**src/hw/rtl/mf3_pkg.sv**
```systemverilog
// Package of the 3x3 median filter: sizes, register indexes and the job record.
`default_nettype none
package mf3_pkg;
	localparam int MAX_WIDTH  = 1024;
	localparam int MAX_HEIGHT = 4096;
	localparam int PIX_W      = 8;
	localparam int COL_W      = 10;
	localparam int ROW_W      = 12;
	localparam int CFG_W_W    = 11;
	localparam int CFG_H_W    = 13;
	localparam int CFG_IDX_W  = 2;
	localparam int CFG_DATA_W = 13;
	localparam int JOB_DEPTH  = 4;
	localparam int JOB_PTR_W  = 2;
	localparam int JOB_CNT_W  = 3;

	localparam logic [CFG_IDX_W-1:0] CFG_IDX_WIDTH  = 2'd0;
	localparam logic [CFG_IDX_W-1:0] CFG_IDX_HEIGHT = 2'd1;

	typedef logic [8:0][PIX_W-1:0] window_t;

	// One input pixel's worth of pending results: window plus row/column choices.
	typedef struct packed {
		window_t                    win;
		logic [1:0][2:0]            rmask;
		logic [1:0][ROW_W-1:0]      rnum;
		logic [1:0]                 rlast;
		logic                       nr2;
		logic [1:0][2:0]            cmask;
		logic [1:0][COL_W-1:0]      cnum;
		logic [1:0]                 clast;
		logic                       nc2;
	} job_t;
endpackage
`default_nettype wire

```
**src/hw/rtl/mf3_median.sv**
```systemverilog
// Rank-select median of the masked cells of a 3x3 window.
`default_nettype none
module mf3_median (
	input  wire mf3_pkg::window_t              vals,
	input  wire logic [8:0]                    mask,
	output logic      [mf3_pkg::PIX_W-1:0]     med
);
	logic [3:0] n;
	logic [3:0] rank [9];

	always_comb begin
		n = 4'($countones(mask));
		for (int i = 0; i < 9; i++) begin
			rank[i] = 4'd0;
			for (int j = 0; j < 9; j++) begin
				if (mask[j] && ((vals[j] < vals[i]) || ((vals[j] == vals[i]) && (j < i)))) begin
					rank[i] = rank[i] + 4'd1;
				end
			end
		end
		med = '0;
		for (int i = 0; i < 9; i++) begin
			if (mask[i] && (rank[i] == (n >> 1))) begin
				med = vals[i];
			end
		end
	end
endmodule
`default_nettype wire

```
**config.mk**
```make
export PLATFORM = sky130hd
export DESIGN_NAME = mf3_median
export DESIGN_NICKNAME = d
export VERILOG_FILES = /design/src/hw/rtl/mf3_pkg.sv /design/src/hw/rtl/mf3_median.sv
export SDC_FILE = /design/constraint.sdc
export NUM_CORES = 1
export LEC_CHECK = 0
export BUFFER_PORTS_ARGS = -buffer_cell sky130_fd_sc_hd__buf_2
export CAP_MARGIN = 20
export CORE_ASPECT_RATIO = 0.5
export CORE_MARGIN = 10
export CORE_UTILIZATION = 62
export DETAILED_ROUTE_END_ITERATION = 6
export GPL_TIMING_DRIVEN = 1
export PLACE_DENSITY_LB_ADDON = 0.05
export SYNTH_ARGS = -nofsm -noshare
export SYNTH_HDL_FRONTEND = slang
export SYNTH_SLANG_ARGS = --single-unit
```
**constraint.sdc**
```tcl
create_clock -name vclk -period 14.1
set_clock_uncertainty 0.15 [all_clocks]
set_input_delay 2.82 -clock vclk [all_inputs]
set_output_delay 2.82 -clock vclk [all_outputs]
set_load 0.1 [all_outputs]
```
Word-level counts from Yosys, hierarchy flattened
Cells that the tools add are included.
{"block": "word_totals", "inputBits": 81, "wordCells": 422, "reg_bits": 0, "out_inout_bits": 8}
{"block": "classes", "eq_ne": 45, "n_mux": 90, "reduce_logical": 126, "addsub": 80, "magnitude_cmp": 81}
{"op": "8-bit < comparator", "count": 81}
{"op": "8-bit == test", "count": 36}
{"op": "4-bit 2-to-1 mux", "count": 72}
{"op": "4-bit by 1-bit adder with 4-bit output (second input constant)", "count": 63}
{"op": "1-bit logical AND", "count": 90}
{"op": "8-bit 2-to-1 mux", "count": 9}
{"op": "4-bit by 3-bit == test with 1-bit output", "count": 9}
{"op": "1-bit logical OR", "count": 36}
{"op": "1-bit by 1-bit adder with 2-bit output (second input constant)", "count": 9}
{"op": "1-bit 2-to-1 mux", "count": 9}
{"op": "1-bit by 1-bit adder with 2-bit output", "count": 4}
{"op": "2-bit by 2-bit adder with 3-bit output", "count": 2}
{"op": "3-bit by 3-bit adder with 4-bit output", "count": 1}
{"op": "4-bit by 1-bit adder with 4-bit output", "count": 1}

Logic depth before layout (Yosys ltp)
Gate-level depths: netlist of run 1.
{"block": "depth", "depth_word": 30, "depth_mapped": 40, "mapped_depth_nobuf": 39}

Worst setup path after synthesis of run 1
Ideal clock, no wire load.
{"block": "synth_timing", "path_type": "input to output", "start": "input vals[9] in the netlist's numbering", "end": "output med[5] in the netlist's numbering", "setup_slack_ns": 0.669, "arrival_time_ns": 10.461, "path_buffers": 1, "required_ns": 11.130, "path_stages": 39, "path_cell_list": "inv_1 ha_1 nor2b_1 o21a_1 o21ai_0 nand2b_1 a21oi_1 nor2_1 a211oi_1 a21oi_1 nor2b_1 ha_1 xor2_4 ha_1 o21a_1 a21oi_1 inv_1 ha_1 [3 not listed] nand2_1 ha_1 inv_1 mux2i_1 a31oi_2 inv_1 ha_1 and2_1 nor3_1 nand2_1 o31ai_1 o211ai_1 o22ai_2 or4_1 buf_2 o311a_1 o221a_1 a211oi_2"}
{"block": "synth_between", "elab_chain_cells": 30, "elab_cells_between_ends": 214, "classes_between": "64 x add/sub; 17 x order compare; 17 x eq/ne; 82 x mux; 34 x reduce/logical"}
{"item": "from (decl)", "line": "mf3_median.sv:4", "text": "input wire mf3_pkg::window_t vals,"}
{"item": "8-bit < comparator / 8-bit == test (equally long branches)", "line": "mf3_median.sv:16", "text": "if (mask[j] && ((vals[j] < vals[i]) || ((vals[j] == vals[i]) && (j < i)))) begin"}
{"item": "1-bit logical OR", "line": "mf3_median.sv:16"}
{"item": "1-bit logical AND", "line": "mf3_median.sv:16"}
{"item": "1-bit 2-to-1 mux", "line": "mf3_median.sv:16"}
{"item": "1-bit by 1-bit adder with 2-bit output", "line": "mf3_median.sv:17", "text": "rank[i] = rank[i] + 4'd1;"}
{"item": "4-bit 2-to-1 mux", "line": "mf3_median.sv:16"}
{"item": "4-bit by 1-bit adder with 4-bit output", "line": "mf3_median.sv:17"}
{"item": "4-bit 2-to-1 mux", "line": "mf3_median.sv:16"}
{"item": "[8 not listed]"}
{"item": "4-bit by 1-bit adder with 4-bit output", "line": "mf3_median.sv:17"}
{"item": "4-bit 2-to-1 mux", "line": "mf3_median.sv:16"}
{"item": "4-bit by 1-bit adder with 4-bit output", "line": "mf3_median.sv:17"}
{"item": "4-bit 2-to-1 mux", "line": "mf3_median.sv:16"}
{"item": "4-bit by 3-bit == test with 1-bit output", "line": "mf3_median.sv:23", "text": "if (mask[i] && (rank[i] == (n >> 1))) begin"}
{"item": "1-bit logical AND", "line": "mf3_median.sv:23"}
{"item": "8-bit 2-to-1 mux (7 in a row)", "line": "mf3_median.sv:23"}
{"item": "8-bit 2-to-1 mux *", "line": "mf3_median.sv:23"}
{"item": "to (decl)", "line": "mf3_median.sv:6", "text": "output logic [mf3_pkg::PIX_W-1:0] med"}
Mark *: on every way between the ends. The rest lies on a longest branch, timed or not.

Worst setup path after layout of run 1
{"block": "layout_timing", "start": "input vals[9] in the netlist's numbering", "end": "output med[6] in the netlist's numbering"}
Same word-level chain as after synthesis.

==> parameters.txt, run 1 <==
Parameter                              Value

STA
  Post-layout worst setup margin    between 0.3 and 0.4 ns
  Slew @ Worst Pin    ~1.1 ns
  Final setup vio count    0
  Fin. Hold Viols    0
  Setup Total Neg Slack    0 ns
  Tightest slew margin relative to the limit    0.263
  Ratio of final minimum period to clock period    0.973
  RSZ-0062 raised after global routing    no
  Final min period    about 14 ns
  Maximum clock rate    between 0.07 and 0.08 GHz
  Final Max Slew Viols    0
  Final hold slack    6.07 ns

Outcome
  Run status    finished, violations left
  Violations in the final reports    design-rule violations

Yosys
  Mean instance size in the synthesized netlist    between 7 and 8 µm²
  Yosys warning count    0
  Register area share after synthesis    0
  Total standard cell area after synthesis    approximately 13000 µm²
  Distinct cells, synth    between 90 and 100
  Post-Synthesis Net Count    2127
  Number of cells produced by synthesis    1688

Drt
  Violation count after the first detailed-route iteration    2020
  Number of nets with antenna violations after routing    0
  Drc violations    29
  First drt pass iteration count    7
  Routed len/inst    25.8 µm
  Ratio of routed vias to standard cells    around 7.2
  Routed vias    around 15000
  Post-Route WL    around 53000 µm

Power and ir drop
  Highest ir drop seen on vdd    roughly 0.34 mV
  Power density of the placed cells    between 100 and 150 nW/µm²
  Static Leakage    about 7.1 nW

Setup path
  Setup CP Type    in -> out
  Most numerous cell on the critical path    sky130_fd_sc_hd__ha_1
  Slowest library cell on the worst path    sky130_fd_sc_hd__or4_4
  Type of element capturing the critical path    primary output
  Arrival time of the worst setup path    around 11 ns
  Largest fanout of any net on the critical path    9
  Startpoint class of the critical path    primary input
  Data required time at the worst endpoint    about 11 ns
  Max incr delay on CP    0.65 ns

Layout
  Sequential Area    0 µm²
  Number of inserted diodes    0
  Clock buffer count    0
  Proportion of layout cells with a drive suffix above 1    0.0881
  Net count reported at finish    2211
  FFs & Latches    0
  Layout overhead on the synthesized area    7.30%
  Post-layout instance area    between 10000 and 15000 µm²

Global routing
  Largest net degree at the start of global routing    21
  GRT Total Usage    0.362
  Initial antenna violation count    0
  Global-route wire length before repair    slightly below 80000 µm
  Via count of the first global-routing pass    roughly 14000
  Total congestion overflow after global routing    0

Floorplanning
  Row cnt    37
  Core outline area    20600 µm²
  Initial core utilization    0.634
  Die area    between 20000 and 30000 µm²
  I/O pin cnt    89
  Chip Width    between 200 and 250 µm
  Vert. Die Dim    around 120 µm

Place
  Global placement routability congestion    approximately 1.1
  Half-perimeter wire length after detailed placement    ~43000 µm
  Worst-case setup slack after placement    between 0.3 and 0.4 ns
  Number of buffers inserted by port buffering    89
  Post-place instance area    approximately 14000 µm²

Hold path
  Hold Path Class    in -> out

Flow run
  Max-capacitance violation count    0

CTS
  Hold buffer count at CTS    0
==> timing repair <==
item                       CTS  global route
buffers inserted             0             1
gates resized for setup      0             5
hold endpoints to repair     0             0
setup endpoints to repair    0             8
==> final cells by class <==
type | instances | area, µm²
fillers | 1794 | 6590
inverters | 155 | 582
multi-input cells | 1507 | 12400
well taps | 273 | 342
repair buffers | 108 | 713
==> worst paths after layout <==
path / start / end / slack [ns] / cells after the start
hold / removal: vals[69] / med[5] / 6.07 / 4
setup / recovery: vals[9] / med[6] / 0.39 / 40
==> cell usage in the layout (no fill, tap or decap), types with 19 or more instances in the layout <==
cell                       instances
sky130_fd_sc_hd__a211oi_1         22
sky130_fd_sc_hd__a21o_1           58
sky130_fd_sc_hd__a21oi_1         123
sky130_fd_sc_hd__and2_1           19
sky130_fd_sc_hd__and3_1           37
sky130_fd_sc_hd__buf_2            80
sky130_fd_sc_hd__ha_1            354
sky130_fd_sc_hd__inv_1           148
sky130_fd_sc_hd__mux2i_1          23
sky130_fd_sc_hd__nand2_1         113
sky130_fd_sc_hd__nand3_1          72
sky130_fd_sc_hd__nand4_1          52
sky130_fd_sc_hd__nor2_1           65
sky130_fd_sc_hd__nor2b_1          38
sky130_fd_sc_hd__nor3_1           27
sky130_fd_sc_hd__o211ai_1         34
sky130_fd_sc_hd__o21a_1           26
sky130_fd_sc_hd__o21ai_0          61
sky130_fd_sc_hd__xnor2_1          88
sky130_fd_sc_hd__xnor3_1          19
sky130_fd_sc_hd__xor2_1           30
==> routing by layer <==
layer | global-route usage | wire [µm] | up-vias
met3 | 0.0869 | 7770 | 219
met4 | 0.150 | 2420 | 0
li1 | - | - | 6551
met1 | 0.481 | 21200 | 6927
met5 | 0 | 0 | -
met2 | 0.552 | 21300 | 1007
==> cell families after synthesis <==
group,Yosys count,synth area share
AND/OR/NAND/NOR,498,0.202
AO/OA/AOI/OAI,477,0.252
adder cells (fa/ha/maj),358,0.344
buffers and inverters,181,0.0531
XOR/XNOR,146,0.127
multiplexers,28,0.0219
==> where the power goes <==
group / total (mW) / internal, mW / switching (mW)
Clock: 0 / 0 / 0
Combinational: 2.11 / 0.805 / 1.30
Sequential: 0 / 0 / 0
Total: 2.11 / 0.805 / 1.30
==> cell usage after synthesis, drive strengths merged (23+ instances only) <==
cell type,n,share of area
o21ai,75,0.029
o21a,26,0.015
and3,37,0.018
inv,154,0.044
xnor2,91,0.063
a211oi,30,0.020
o211ai,35,0.020
nor3,27,0.010
nand3,72,0.028
ha,354,0.34
nand4,52,0.025
nand2,113,0.032
nor2,65,0.019
a21o,58,0.033
mux2i,23,0.018
xor2,32,0.023
nor2b,38,0.018
a21oi,124,0.047
==> worst max-delay path: cells and delay by family <==
kind / cells / cell delay [ns]
AO/OA/AOI/OAI: 16 / 3.27
adder cells (fa/ha/maj): 7 / 2.17
AND/OR/NAND/NOR: 9 / 1.45
buffers and inverters: 6 / 0.67
XOR/XNOR: 1 / 0.24
multiplexers: 1 / 0.11
==> stage by stage <==
step | utilization | cells | total power, mW
6_report | 0.681 | 2043 | 2.11
5_1_grt | 0.681 | 2043 | 2.22
4_1_cts | 0.680 | 2042 | 2.06
3_5_place_dp | 0.680 | 2042 | 2.05
3_3_place_gp | 0.679 | 2041 | 1.98
2_1_floorplan | - | 1688 | 1.45
(Power assumes the default switching activity.)
==> inputs of run 2 (changes only) <==
RECOVER_POWER = 100   (was unset)
==> parameters.txt, run 2 (synthesis results as in run 1) <==
Parameter                              Value

Outcome
  Run status    finished clean

Setup path
  Arrival time of the worst setup path    10.78 ns (+0.04 ns)
  Data required time at the worst endpoint    11.13 ns (about the same)
  Type of element capturing the critical path    primary output
  Max incr delay on CP    0.64 ns (about the same)
  Sum of buffers and inverters on the critical path    7 (+1)
  Dominant delay contributor by cell family on the critical path    compound AO/OA/AOI/OAI gates
  WP depth    36 (-10%)
  Timing startpoint of the critical path    vals[49]
  Most numerous cell on the critical path    sky130_fd_sc_hd__ha_1
  CP Capture Point    med[6]
  Largest fanout of any net on the critical path    10 (+1)
  Slowest library cell on the worst path    sky130_fd_sc_hd__o21ai_0
  Setup CP Type    in -> out
  Startpoint class of the critical path    primary input

Place
  Cells after DPL    2042 (unchanged)
  Half-perimeter wire length after detailed placement    43000 µm (unchanged)
  Global placement routability congestion    1.07 (unchanged)
  Number of buffers inserted by port buffering    89 (unchanged)
  Post-place instance area    14000 µm² (unchanged)

Floorplanning
  Chip Width    226 µm (unchanged)
  Vert. Die Dim    123 µm (unchanged)
  Core outline area    20600 µm² (unchanged)
  Die area    27700 µm² (unchanged)
  Initial core utilization    0.634 (unchanged)
  Row cnt    37 (unchanged)
  I/O pin cnt    89 (unchanged)

Layout
  Clock buffer count    0 (unchanged)
  Most used cells in the layout excluding fill and tap cells    sky130_fd_sc_hd__ha_1, sky130_fd_sc_hd__inv_1, sky130_fd_sc_hd__a21oi_1, sky130_fd_sc_hd__nand2_1, sky130_fd_sc_hd__xnor2_1
  Final Util    0.679 (-0.00182)
  Layout overhead on the synthesized area    7.01%
  Proportion of layout cells with a drive suffix above 1    0.0881 (unchanged)
  Sequential Area    0 µm² (unchanged)
  Post-layout instance area    14000 µm² (-0.27%)
  Net count reported at finish    2211 (unchanged)
  Area of the multi-input gates    12400 µm² (unchanged)
  Filler Cells Inserted    1799 (+0.28%)
  FFs & Latches    0 (unchanged)
  Non-Filler Instances    2043 (unchanged)
  Number of inserted diodes    0 (unchanged)
  Leading cell type in the layout, fill and taps excluded    sky130_fd_sc_hd__ha_1

Power and ir drop
  Internal power contribution    751 µW (-6.7%)
  Highest ir drop seen on vdd    0.296 mV (-13%)
  Power consumption    2.04 mW (-3.1%)
  Gate power share    1.000 (about the same)
  Power density of the placed cells    146 nW/µm² (-2.9%)
  Switching Fraction    0.632 (+0.0139)
  Relative contribution of the clock network to total power    0 (unchanged)
  Portion of total power attributed to sequential cells    0 (unchanged)
  Power dissipated by switching net loads    1.29 mW (-0.97%)
  Static Leakage    7.11 nW (-0.18%)

Drt
  Violation count after the first detailed-route iteration    2095 (+3.7%)
  Routed vias    14700 (-0.020%)
  Ratio of routed vias to standard cells    7.20 (about the same)
  Number of nets with antenna violations after routing    0 (unchanged)
  First drt pass iteration count    6 (-1)
  Post-Route WL    52600 µm (-0.20%)
  Drc violations    0 (-100%)
  Routed len/inst    25.7 µm (-0.20%)

Global routing
  GRT Total Usage    0.362 (unchanged)
  Largest net degree at the start of global routing    21 (unchanged)
  Via count of the first global-routing pass    13800 (unchanged)
  Total congestion overflow after global routing    0 (unchanged)
  Global-route wire length before repair    78000 µm (unchanged)
  Initial antenna violation count    0 (unchanged)

STA
  Final min period    13.75 ns (+0.0350 ns)
  Fin. Hold Viols    0 (unchanged)
  Final Max Slew Viols    0 (unchanged)
  Maximum clock rate    0.0727 GHz (-0.25%)
  Ratio of final minimum period to clock period    0.975 (+0.00249)
  Tightest slew margin relative to the limit    0.266 (+0.00231)
  Slew @ Worst Pin    1.10 ns (-0.00347 ns)
  Setup Total Neg Slack    0 ns (unchanged)
  RSZ-0062 raised after global routing    no
  Final setup vio count    0 (unchanged)

CTS
  Hold buffer count at CTS    0 (unchanged)

Hold path
  Hold Path Class    in -> out

Flow run
  Max-capacitance violation count    0 (unchanged)
-- run 2: repair_timing --
item / CTS / global route
resized for setup: 0 / 5
endpoints found under the setup margin: 0 / 8
buffers inserted: 0 / 1
-- run 2: power by group through the flow --
stage          Combinational (mW)  Clock [mW]  Sequential, mW
6_report                     2.04           0               0
5_1_grt                      2.16           0               0
4_1_cts                      2.06           0               0
3_5_place_dp                 2.05           0               0
3_3_place_gp                 1.98           0               0
2_1_floorplan                1.45           0               0
-- run 2: final cells by class --
cell class	count	share of cell area
multi-input cells	1507	0.886
well taps	273	0.0244
repair buffers	108	0.0482
inverters	155	0.0415
-- run 2: through the flow --
stage               hold WS, ns  worst slack, ns
global route               6.08           0.0138
finish                     6.07            0.352
floorplan                  5.91            0.669
detailed placement         6.07            0.360
global placement           6.08            0.583
CTS                        6.07            0.317
-- run 2: worst min path at each step --
stage | start | endpoint | cells after the start
3_3_place_gp | vals[68] | med[4] | 4
5_1_grt | vals[68] | med[4] | 4
2_1_floorplan | vals[64] | med[0] | 2
4_1_cts | vals[69] | med[5] | 4
6_report | vals[69] | med[5] | 4
3_5_place_dp | vals[69] | med[5] | 4
-- run 2: metal layers --
metal / up-vias / wire length, µm / global-route usage
met5: - / 0 / 0
li1: 6554 / - / -
met1: 6906 / 21100 / 0.481
met4: 0 / 2410 / 0.150
met2: 1017 / 21300 / 0.552
met3: 224 / 7780 / 0.0869
==> inputs of run 3 (changes only) <==
ABC_AREA = 1   (was unset)
==> parameters.txt, run 3 <==
Parameter                              Value

Setup path
  Data required time at the worst endpoint    11.13 ns (about the same)
  Arrival time of the worst setup path    10.13 ns (-0.65 ns)
  Startpoint class of the critical path    primary input
  Type of element capturing the critical path    primary output
  Max incr delay on CP    0.88 ns (+0.24 ns)
  Slowest library cell on the worst path    sky130_fd_sc_hd__clkbuf_1
  Most numerous cell on the critical path    sky130_fd_sc_hd__nand2_1
  Largest fanout of any net on the critical path    8 (-2)
  Setup CP Type    in -> out

Global routing
  Initial antenna violation count    0 (unchanged)
  Total congestion overflow after global routing    0 (unchanged)
  Global-route wire length before repair    68300 µm (-12%)
  Via count of the first global-routing pass    12800 (-7.6%)
  Largest net degree at the start of global routing    21 (unchanged)
  GRT Total Usage    0.311 (-0.0505)

Yosys
  Number of cells produced by synthesis    2202 (+30%)
  Total standard cell area after synthesis    12900 µm² (-1.4%)
  Register area share after synthesis    0 (unchanged)
  Post-Synthesis Net Count    2641 (+24%)
  Mean instance size in the synthesized netlist    5.87 µm² (-24%)
  Fraction of post-synthesis cell area in the top cell type by area    0.343 (+0.00478)
  Yosys warning count    0 (unchanged)
  Most common cell in the synthesized netlist    sky130_fd_sc_hd__nand2_1
  Distinct cells, synth    46 (-51%)
  Top cells by area in the synthesized netlist    sky130_fd_sc_hd__ha_1, sky130_fd_sc_hd__nand2_1, sky130_fd_sc_hd__nand3_1
  Most used standard cells in the synthesized netlist    sky130_fd_sc_hd__nand2_1, sky130_fd_sc_hd__ha_1, sky130_fd_sc_hd__inv_1, sky130_fd_sc_hd__nand3_1, sky130_fd_sc_hd__a21oi_1
  Leading area contributor after synthesis    sky130_fd_sc_hd__ha_1

Floorplanning
  Chip Width    224 µm (-0.64%)
  Row cnt    37 (unchanged)
  I/O pin cnt    89 (unchanged)
  Die area    27400 µm² (-1.2%)
  Initial core utilization    0.630 (-0.00461)
  Vert. Die Dim    122 µm (-0.59%)
  Core outline area    20500 µm² (-0.67%)

Drt
  Violation count after the first detailed-route iteration    1236 (-41%)
  Number of nets with antenna violations after routing    0 (unchanged)
  Routed vias    14600 (-0.97%)
  Post-Route WL    44100 µm (-16%)
  First drt pass iteration count    6 (unchanged)
  Drc violations    0 (unchanged)
  Ratio of routed vias to standard cells    5.70 (-21%)
  Routed len/inst    17.2 µm (-33%)

Outcome
  Run status    finished clean

STA
  Setup Total Neg Slack    0 ns (unchanged)
  Ratio of final minimum period to clock period    0.929 (-0.0461)
  Slew @ Worst Pin    1.22 ns (+0.114 ns)
  Final min period    13.10 ns (-0.650 ns)
  RSZ-0062 raised after global routing    no
  Tightest slew margin relative to the limit    0.193 (-0.0723)
  Final setup vio count    0 (unchanged)
  Final Max Slew Viols    0 (unchanged)
  Fin. Hold Viols    0 (unchanged)
  Maximum clock rate    0.0763 GHz (+5.0%)

Layout
  Clock buffer count    0 (unchanged)
  Proportion of layout cells with a drive suffix above 1    0.0846 (-0.00356)
  Number of inserted diodes    0 (unchanged)
  Layout overhead on the synthesized area    5.46%
  Net count reported at finish    2723 (+23%)
  Most used cells in the layout excluding fill and tap cells    sky130_fd_sc_hd__nand2_1, sky130_fd_sc_hd__ha_1, sky130_fd_sc_hd__inv_1, sky130_fd_sc_hd__nand3_1, sky130_fd_sc_hd__a21oi_1
  FFs & Latches    0 (unchanged)
  Sequential Area    0 µm² (unchanged)
  Non-Filler Instances    2555 (+25%)
  Final Util    0.664 (-0.0147)
  Leading cell type in the layout, fill and taps excluded    sky130_fd_sc_hd__nand2_1

CTS
  Resized Gates After CTS    0 (unchanged)
  Hold buffer count at CTS    0 (unchanged)
  Buffer count from post-CTS setup fixing    0 (unchanged)

Power and ir drop
  Power density of the placed cells    94.5 nW/µm² (-35%)
  Static Leakage    8.14 nW (+15%)
  Highest ir drop seen on vdd    0.160 mV (-46%)

Place
  Global placement routability congestion    1.02 (-4.5%)
  Number of buffers inserted by port buffering    89 (unchanged)
  Half-perimeter wire length after detailed placement    36400 µm (-15%)
  Cells after DPL    2555 (+25%)

Flow run
  Max-capacitance violation count    0 (unchanged)

Hold path
  Hold Path Class    in -> out
-- run 3: worst paths after layout --
kind / startpoint / to / depth (start not counted)
min: vals[67] / med[3] / 4
max: vals[17] / med[2] / 45
-- run 3: per-stage QoR --
| stage | area [µm²] | hold slack (ns) | setup WS (ns) | power (mW) |
|---|---|---|---|---|
| 3_5_place_dp | 13600 | 6.00 | 1.59 | 1.27 |
| 3_3_place_gp | 13600 | 6.00 | 1.71 | 1.25 |
| 4_1_cts | 13600 | 6.00 | 1.58 | 1.27 |
| 5_1_grt | 13600 | 6.25 | 0.479 | 1.42 |
| 2_1_floorplan | 12900 | 6.07 | 2.56 | 0.970 |
| 6_report | 13600 | 6.22 | 1.00 | 1.29 |
-- run 3: area by class of cell --
| type | count | area [µm²] |
|---|---|---|
| Fill cell | 2095 | 6890 |
| Inverter | 340 | 1280 |
| Multi-Input combinational cell | 1851 | 11600 |
| Tap cell | 273 | 342 |
| Timing Repair Buffer | 91 | 450 |
-- run 3: per-layer routing --
layer	routed length [µm]	share of wire	global-route usage	up-vias
met5	0	0	0	-
met3	4750	0.11	0.0401	82
met2	18200	0.41	0.498	597
li1	-	-	-	7465
met4	1030	0.023	0.0642	0
met1	20100	0.46	0.439	6414
-- run 3: logic make-up (layout without fill, tap and decap cells) --
family,Yosys count,count (layout),share of synthesized area
AO/OA/AOI/OAI,274,274,0.117
XOR/XNOR,21,21,0.0183
adder cells (fa/ha/maj),358,358,0.349
AND/OR/NAND/NOR,1198,1198,0.410
buffers and inverters,351,431,0.105
-- run 3: worst max-delay path: cells and delay by family --
kind,cells,cell delay [ns]
XOR/XNOR,1,0.19
adder cells (fa/ha/maj),7,1.84
AO/OA/AOI/OAI,5,0.61
AND/OR/NAND/NOR,26,3.23
buffers and inverters,6,1.42
-- run 3: report_power, final --
group / total [mW] / switching, mW / internal [mW]
Clock: 0 / 0 / 0
Combinational: 1.29 / 0.951 / 0.337
Sequential: 0 / 0 / 0
Total: 1.29 / 0.951 / 0.337
